===== src/sv/smq_pkg.sv =====
// ----------------------------------------------------------------------------
// smq_pkg
// Widths and fixed-point constants shared by the softmax row quantizer files.
// ----------------------------------------------------------------------------
package smq_pkg;

  // field widths
  localparam int VALUE_W   = 16;
  localparam int OUT_W     = 8;
  localparam int SCALE_W   = 24;
  localparam int EXP_W     = 17;
  localparam int TOTAL_W   = 23;
  localparam int FACTOR_W  = 32;
  localparam int DIVIDEND_W = SCALE_W + FACTOR_W;

  // reset value of the output scale, 255.0 in Q16.8
  localparam logic [SCALE_W-1:0] SCALE_RESET = 24'd65280;

  // Q0.16 constants of the exp approximation
  localparam logic signed [18:0] K_LOG2E = 19'sd94548;
  localparam logic signed [16:0] K_LN2   = 17'sd45426;
  localparam logic signed [16:0] K_C0    = 17'sd23472;
  localparam logic signed [17:0] K_C1    = 18'sd63546;
  localparam logic signed [18:0] K_C2    = 19'sd65536;

  // largest unclamped polynomial value
  localparam logic [EXP_W-1:0] EXP_MAX = 17'd131071;

endpackage


===== src/sv/smq_div.sv =====
// ----------------------------------------------------------------------------
// smq_div
// Restoring divider, one quotient bit per cycle, saturating 32-bit result.
// ----------------------------------------------------------------------------
module smq_div (
  input  logic                             clk,
  input  logic                             rst_n,
  input  logic                             start,
  input  logic [smq_pkg::DIVIDEND_W-1:0]   dividend,
  input  logic [smq_pkg::TOTAL_W-1:0]      divisor,
  output logic                             done,
  output logic [smq_pkg::FACTOR_W-1:0]     quotient
);

  localparam int NW = smq_pkg::DIVIDEND_W;
  localparam int DW = smq_pkg::TOTAL_W;
  localparam int CW = $clog2(NW);

  logic          busy_r;
  logic          done_r;
  logic [CW-1:0] cnt_r;
  logic [NW-1:0] num_r;
  logic [NW-1:0] quo_r;
  logic [DW:0]   rem_r;
  logic [DW-1:0] den_r;
  logic [DW:0]   rem_sh;
  logic          ge;

  // shift in the next dividend bit and trial subtract
  assign rem_sh = {rem_r[DW-1:0], num_r[NW-1]};
  assign ge     = (rem_sh >= {1'b0, den_r});

  always_ff @(posedge clk) begin
    if (!rst_n) begin
      busy_r <= 1'b0;
      done_r <= 1'b0;
      cnt_r  <= '0;
    end else begin
      done_r <= 1'b0;
      if (start) begin
        busy_r <= 1'b1;
        cnt_r  <= '0;
      end else if (busy_r) begin
        cnt_r <= cnt_r + 1'b1;
        if (cnt_r == CW'(NW - 1)) begin
          busy_r <= 1'b0;
          done_r <= 1'b1;
        end
      end
    end
  end

  // datapath
  always_ff @(posedge clk) begin
    if (start) begin
      num_r <= dividend;
      den_r <= divisor;
      rem_r <= '0;
      quo_r <= '0;
    end else if (busy_r) begin
      num_r <= {num_r[NW-2:0], 1'b0};
      rem_r <= ge ? (rem_sh - {1'b0, den_r}) : rem_sh;
      quo_r <= {quo_r[NW-2:0], ge};
    end
  end

  // zero divisor gives zero, large quotient saturates
  always_comb begin
    if (den_r == '0) begin
      quotient = '0;
    end else if (|quo_r[NW-1:smq_pkg::FACTOR_W]) begin
      quotient = '1;
    end else begin
      quotient = quo_r[smq_pkg::FACTOR_W-1:0];
    end
  end

  assign done = done_r;

  // the divider completes exactly one quotient per start
  assert property (@(posedge clk) disable iff (!rst_n) start |=> busy_r)
    else $error("divider not busy after start");
  assert property (@(posedge clk) disable iff (!rst_n) done_r |-> !busy_r)
    else $error("divider done while busy");
  assert property (@(posedge clk) disable iff (!rst_n) start |-> !busy_r)
    else $error("divider restarted while busy");

endmodule


===== config.mk =====
export PLATFORM = sky130hd
export DESIGN_NAME = smq_div
export DESIGN_NICKNAME = d
export VERILOG_FILES = /design/src/sv/smq_pkg.sv /design/src/sv/smq_div.sv
export SDC_FILE = /design/constraint.sdc
export NUM_CORES = 1
export LEC_CHECK = 0
export ABC_AREA = 0
export BUFFER_PORTS_ARGS = -buffer_cell sky130_fd_sc_hd__buf_2
export CORE_MARGIN = 3
export CORE_UTILIZATION = 25
export DETAILED_ROUTE_END_ITERATION = 10
export HOLD_SLACK_MARGIN = 0.02
export PLACE_DENSITY = 0.46
export SYNTH_ARGS = -nofsm -noshare
export SYNTH_HDL_FRONTEND = slang
export SYNTH_SLANG_ARGS = --single-unit

===== constraint.sdc =====
create_clock -name clk -period 5.9 [get_ports clk]
set_input_delay 0.59 -clock clk [delete_from_list [all_inputs] [get_ports clk]]
set_output_delay 0.59 -clock clk [all_outputs]
set_load 0.01 [all_outputs]

=== Yosys cells after proc, flatten, opt, wreduce, memory -nomap -nowiden ===
Index checks and enable logic that the tools add are counted.

* $add $sub $neg: 2
* Order comparisons: 1
* Equality and inequality tests: 1
* Multiplexer cells: 9
* Bitwise operators: 2
* Reductions and logical operators: 5

{| class="wikitable"
|+ Operators with widths
! operator !! count
|-
| two-way mux 56 bit || 2
|-
| two-way mux 32 bit || 2
|-
| >= comparator 24 x 23 -> 1 bit || 1
|-
| OR reduction 24 bit || 1
|-
| logical NOT 23 bit || 1
|-
| two-way mux 23 bit || 1
|-
| subtractor 23 bit || 1
|-
| adder 6 x 1 -> 6 bit, second input constant || 1
|-
| == test 6 bit, second input constant || 1
|-
| two-way mux 1 bit || 4
|-
| OR reduction 3 bit || 1
|-
| NOT 1 bit || 2
|-
| nonzero test 2 bit || 1
|-
| OR reduction 2 bit || 1
|}

* Bits in registers: 166
* Input port bits: 82
* Output and inout bits: 33
* Word-level logic and storage cells: 27

=== Depth between registers and ports, before layout ===
Gate-level depths: netlist of the first run.

* Word-level depth: 4
* Gate-level depth with buffers: 13

=== Least setup slack after synthesis of the first run ===
OpenSTA, ideal clock, no wires.

* Path type: input-to-reg
* From: input port start
* To: register num_r[0] (enable)
* Setup time: 637 ps
* Data arrival time: 2037 ps
* Data required time: 5263 ps
* Path slack: 3227 ps
* Stages: 4
* Buffers on the path: 2
* Path through: clkbuf_1 > inv_1 > clkbuf_1 > nand2_1

* Word-level cells in the longest chain between the ends: 1

{| class="wikitable"
|+ RTL lines
! element !! line !! source
|-
| start: declaration || smq_div.sv:8 || <nowiki>input logic start,</nowiki>
|-
| nonzero test 2 bit (no line) || n/a ||
|-
| end signal: assignment || smq_div.sv:56 || <nowiki>num_r <= dividend;</nowiki>
|-
| end signal: assignment || smq_div.sv:61 || <nowiki>num_r <= {num_r[NW-2:0], 1'b0};</nowiki>
|-
| end: declaration || smq_div.sv:22 || <nowiki>logic [NW-1:0] num_r;</nowiki>
|}

Every way passes these cells.
A chain may end at the register's enable or synchronous reset.

=== Final worst setup path of the first run ===
* From: register num_r[55]
* To: register rem_r[21]

* Word-level cells in the longest chain between the ends: 2
* Elaborated cells on any way between the ends: 3

{| class="wikitable"
|+ RTL lines
! element !! line !! source
|-
| subtractor 23 bit or >= comparator 24 x 23 -> 1 bit (tied branches) || smq_div.sv:62, smq_div.sv:31 ||
|-
| two-way mux 23 bit * || smq_div.sv:62 || <nowiki>rem_r <= ge ? (rem_sh - {1'b0, den_r}) : rem_sh;</nowiki>
|-
| end signal: assignment || smq_div.sv:62 ||
|-
| end: declaration || smq_div.sv:24 || <nowiki>logic [DW:0] rem_r;</nowiki>
|}

Mark *: on every way between the ends. The rest lies on a longest branch, timed or not.

==> results.ini, run 1 <==
[status]
status=finished, final reports clean

[critical_path]
rr_startpoint=num_r[55]
r2r_cells=12
cp.arrival_ns=3.76
reg2reg_to=rem_r[21]
crit_fanout=29
ff2ff_setup_slack_ns=2.45
required_ns=6.21
worst_setup_path_end_kind=register
crit_type=register to register
cp-start-kind=register

[sta]
slew_violations=0
tns_ns=0
worst_pin_slew_ns=1.06
maxSlewHeadroom_pct=29.4
finalHoldViolCount=0
fmax_mhz=290
clock_skew_ns=0.0120
setup_viol=0
fin_crit_ns=3.45
rsz0062_at_grt=no
post-route-period-util_pct=58.4

[global_route]
grt_pass1_wl_microns=28700
grt_pass1_vias=5420
grtUsageTotal_pct=10.6
antenna_found_initial=9
gr-total-overflow=0
grt_max_degree=93

[cts]
htreeDepth=4
cts_setup_buffers=0
clk_latency_ns=0.43
cts-root-buf=clkbuf_16
cts.clk_slew.worst_paths_ns=0.08
clk_path_buf_depth=2
postCtsHoldBufs=0
cts_tree=built
cts_resized=0
clkSinkCount=166
cts_buffers=17

[final_layout]
layoutNonFillerInstCount=1227
layout.nets=922
syn_to_final_growth_pct=20.1
fillers=3162
utilization_pct=30.9
layout-drive-gt1-share_pct=26.6
fin_area_sq_mm=0.00958

[route]
wire_per_inst_microns=14.6
drt-total-wl_microns=18000
vias=5484
via_per_inst=4.47
postRouteAntennaNets=0
drc=0
detail_route.iter0.violations=215
dr.pass1.iters=4

[synth]
syn_area_sq_mm=0.00798
synth_nets=824
synth-edff-count=79
synth_cell_type_count=58
synthMostInstantiatedCell=nor2_1
syn_avg_cell_area_sq_um=11.1
ys_top_cells_by_area=edfxtp_1 (30%), dfxtp_1 (22%), mux2_2 (7.9%)
ys_seq_area_share_pct=51.6
postSynthCellCount=717
ys_seq_elements=166
synth_warnings=0
synth_top_flop_cell=dfxtp_1
synth_top_area_share_pct=29.7
synthArstFlopShare_pct=0
yosysTopAreaCell=edfxtp_1
ys_top_cells_by_count=nor2_1 (93), dfxtp_1 (87), edfxtp_1 (79), mux2i_1 (61), mux2_2 (56)

[hold_path]
hold_path_class=primary input to register
worstHoldStart=divisor[12]
min_to=den_r[12]
hold_depth=1

[placed_design]
dp_hpwl_microns=11900
placedInstanceArea_sq_mm=0.00893
place_congestion=0.756
portBuffers=114
dp.cells=1192

[die]
core_sq_mm=0.0310
die_width_microns=185
ios=115
initial_core_util_pct=25.8
die_area_sq_mm=0.0341
row_count=64
die_y_microns=185

[flow_run]
cap_violations=0

[power_and_ir_drop]
powerDensity_mw_per_mm2=304
leakage_nw=3.92
max-vdd-ir-drop_v=0.000169
fin_total_pwr_mw=2.92

==> critical path, stage by stage, from the launching register on <==
cell	delay, ns
edfxtp_1	0.38
inv_1	0.07
ha_1	0.17
fa_1	0.21
nand2b_1	0.13
a211oi_1	0.08
a211oi_2	0.42
o211ai_2	0.19
a211oi_4	0.72
buf_4	0.45
mux2i_1	0.24
o31ai_1	0.08
a21o_1	0.19
==> stage by stage <==
step | hold WS (ns) | setup WS [ns]
final | 0.336 | 2.45
after global routing | 0.310 | 2.09
after CTS | 0.307 | 2.40
after detailed placement | 0.485 | 2.45
after global placement | 0.473 | 2.52
after floorplan | 0.458 | 3.23
==> final cells by class <==
type | count | area [sq um] | share of cell area (%)
sequential | 166 | 4120 | 43.0
clock inverter | 15 | 216 | 2.26
clock buffer | 17 | 425 | 4.44
timing repair buffer | 120 | 622 | 6.49
antenna | 3 | 7.51 | 0.0783
tap | 396 | 495 | 5.17
multi-input combinational | 479 | 3580 | 37.4
inverter | 31 | 116 | 1.21
==> metal layers <==
metal / part of all wire, % / routed length (microns) / track usage, % / vias up
met5: 0.41 / 73 / 0 / -
met2: 42 / 7470 / 15.3 / 93
met3: 7.4 / 1330 / 4.58 / 28
met1: 50 / 8940 / 14.5 / 2539
met4: 0.87 / 156 / 2.97 / 16
li1: - / - / - / 2808
==> logic make-up after synthesis <==
group | synth area share, %
xor+xnor | 2.20
mux | 15.6
simple gates | 11.1
fa+ha+maj | 4.01
compound gates | 12.0
flops | 51.6
buf+inv | 3.67
==> where the power goes <==
group          leakage, nW  internal, mW  total (mW)  switching (mW)
logic                 2.11         0.180       0.403           0.224
clock network        0.307         0.594        1.18           0.589
registers             1.50          1.29        1.33          0.0404
==> sequential cells by signal (all words and copies together) (netlist names) <==
signal / cells
done: 1
den_r: 23
num_r: 56
cnt_r: 6
quo_r: 56
rem_r: 23
busy_r: 1
==> placed cells by master, fill, tap and decap left out, types with 14 or more instances in the layout <==
cell type and instances:
a211oi_1 16, dfxtp_1 86, inv_1 30, mux2i_1 61
ha_1 24, a21oi_1 30, mux2_2 56, nand2_1 31
xor2_1 14, o21ai_0 15, clkbuf_16 17, edfxtp_1 79
o21a_1 34, buf_2 113, nor2_1 93
==> how the worst max path moves through the flow <==
stage / start / endpoint / slack [ns] / cells past startpoint
after floorplan: start / num_r[0] / 3.23 / 4
after global placement: num_r[55] / rem_r[21] / 2.52 / 12
after detailed placement: num_r[55] / rem_r[21] / 2.45 / 12
after CTS: num_r[55] / rem_r[21] / 2.40 / 12
after global routing: num_r[55] / rem_r[21] / 2.09 / 12
final: num_r[55] / rem_r[21] / 2.45 / 12
Power figures use the tool's default switching activity.
==> inputs of run 2 (changes only) <==
- PLACE_DENSITY: 0.46 -> 0.48
- clock period: 5.9 -> 3.16 ns (I/O delays scaled with it)
==> run 2 against run 1 <==
Die area stayed put; final area is 0.18% lower; via count is 0.89% higher; hold slack worse by 0.28 ns; non-clock buffer count is 4 higher; final cell count is 0.24% higher; utilization is 0.056 points lower; critical path depth stayed put; combinational power is 93% higher; sequential power is 86% higher; global-route usage is 0.11 points higher; count of clock-buffer cells in the layout stayed put.
==> results.ini, run 2 (same netlist as run 1, synthesis figures left out) <==
[status]
status=finished, final reports clean

[flow_run]
cap_violations=0  ; unchanged

[critical_path]
cp.arrival_ns=3.19  ; -0.57 ns
worst_setup_path_end_kind=register
crit_type=register to register
reg2reg_to=rem_r[21]
ff2ff_setup_slack_ns=0.30  ; -2.15 ns
required_ns=3.49  ; -2.72 ns
crit_fanout=30  ; +3.4%
cp-start-kind=register
rr_startpoint=num_r[55]
r2r_cells=12  ; unchanged

[route]
wire_per_inst_microns=14.3  ; -2.1%
dr.pass1.iters=4  ; unchanged
drc=0  ; unchanged
detail_route.iter0.violations=232  ; +7.9%
postRouteAntennaNets=0  ; unchanged
vias=5533  ; +0.89%
drt-total-wl_microns=17600  ; -1.8%
via_per_inst=4.50  ; +0.65%

[sta]
slew_violations=0  ; unchanged
setup_ws_ns=0.301  ; -2.15 ns
fin_crit_ns=2.86  ; -0.587 ns
post-route-period-util_pct=90.5  ; +32 points
clock_skew_ns=0.00821  ; -0.00383 ns
timing.hold.ws_ns=0.0519  ; -0.284 ns
finalHoldViolCount=0  ; unchanged
tns_ns=0  ; unchanged
worst_pin_slew_ns=0.859  ; -0.201 ns
rsz0062_at_grt=no
setup_viol=0  ; unchanged
maxSlewHeadroom_pct=42.8  ; +13 points
fmax_mhz=350  ; +21%

[placed_design]
placedInstanceArea_sq_mm=0.00899  ; +0.67%
place_congestion=0.744  ; -1.6%
portBuffers=114  ; unchanged
dp_slack_ns=0.313  ; -2.13 ns
dp_hpwl_microns=11800  ; -0.70%
dp.cells=1195  ; +0.25%

[hold_path]
min_to=den_r[12]
hold_path_class=primary input to register
hold_depth=1  ; unchanged
worstHoldStart=divisor[12]

[cts]
cts-root-buf=clkbuf_16
cts_buffers=17  ; unchanged
cts.clk_slew.worst_paths_ns=0.07  ; about the same
clk_path_buf_depth=2  ; unchanged
postCtsHoldBufs=1  ; +1
htreeDepth=4  ; unchanged
clkSinkCount=166  ; unchanged
cts_resized=0  ; unchanged
clk_latency_ns=0.44  ; about the same
cts_setup_buffers=0  ; unchanged
cts_tree=built

[die]
die_width_microns=185  ; unchanged
ios=115  ; unchanged
die_y_microns=185  ; unchanged
core_sq_mm=0.0310  ; unchanged
initial_core_util_pct=25.8  ; unchanged
row_count=64  ; unchanged
die_area_sq_mm=0.0341  ; unchanged

[global_route]
grtUsageTotal_pct=10.7  ; +0.11 points
grt_max_degree=121  ; +30%
grt_pass1_vias=5515  ; +1.8%
antenna_found_initial=10  ; +1
gr-total-overflow=0  ; unchanged
grt_pass1_wl_microns=28900  ; +0.58%

[final_layout]
utilization_pct=30.9  ; -0.056 points
syn_to_final_growth_pct=19.9
regArea_sq_mm=0.00412  ; unchanged
layout_common_cells=buf_2 (113), nor2_1 (93), dfxtp_1 (86)
fin_area_sq_mm=0.00957  ; -0.18%
layout.nets=926  ; +0.43%
multi_input_area_sq_mm=0.00358  ; unchanged
final_common_cell=buf_2
layoutNonFillerInstCount=1230  ; +0.24%
layout-drive-gt1-share_pct=26.8  ; +0.23 points
fillers=3186  ; +0.76%
top_regs=num_r x56, quo_r x56

[power_and_ir_drop]
intPower_mw=3.80  ; +84%
clkPwrFrac_pct=38.2  ; -2.4 points
leakage_nw=3.92  ; +0.20%
fin_total_pwr_mw=5.27  ; +81%
swShare_pct=27.9  ; -1.4 points
max-vdd-ir-drop_v=0.000495  ; +190%
powerDensity_mw_per_mm2=551  ; +81%
p_seq_share_pct=47.0  ; +1.4 points
p_switching_mw=1.47  ; +72%
comb_power_share_pct=14.8  ; +1.0 points

[run 2: metal layers]
metal / share of wire [%] / GRT usage (%) / vias to the layer above
li1: - / - / 2810
met1: 50 / 14.5 / 2576
met2: 41 / 15.2 / 104
met3: 7.6 / 4.74 / 27
met4: 1.5 / 3.78 / 16
met5: 0.55 / 0 / -
[run 2: worst max-delay path, stage by stage (launching register included)]
cell and delay (ns):
edfxtp_1 0.39, inv_1 0.07, ha_1 0.18, fa_1 0.22
nand2b_1 0.14, a211oi_1 0.08, a211oi_2 0.45, o211ai_2 0.19
a211oi_4 0.32, buf_12 0.22, mux2i_1 0.21, o31ai_1 0.08
a21o_1 0.17
[run 2: area by class of cell]
class / instances / share of cell area [%]
Multi-Input combinational cell: 479 / 37.5
Sequential cell: 166 / 43.0
Tap cell: 396 / 5.18
Clock inverter: 15 / 1.37
Antenna cell: 2 / 0.0523
Inverter: 31 / 1.22
Timing Repair Buffer: 124 / 7.23
Clock buffer: 17 / 4.45
[run 2: power groups by stage]
stage	sequential [mW]	combinational [mW]	clock (mW)
final	2.48	0.779	2.01
after CTS	2.48	0.792	2.11
after floorplan	2.50	0.600	0
after detailed placement	2.52	0.786	0
after global routing	2.49	0.880	2.19
after global placement	2.53	0.788	0
[run 2: worst max path at each step]
stage	start	endpoint	slack, ns	depth (start not counted)
6_report	num_r[55]	rem_r[21]	0.30	12
5_1_grt	den_r[0]	rem_r[20]	0.06	10
4_1_cts	num_r[55]	rem_r[21]	0.28	12
3_5_place_dp	num_r[55]	rem_r[21]	0.31	12
3_3_place_gp	num_r[55]	rem_r[21]	0.36	12
2_1_floorplan	den_r[0]	rem_r[19]	0.64	11
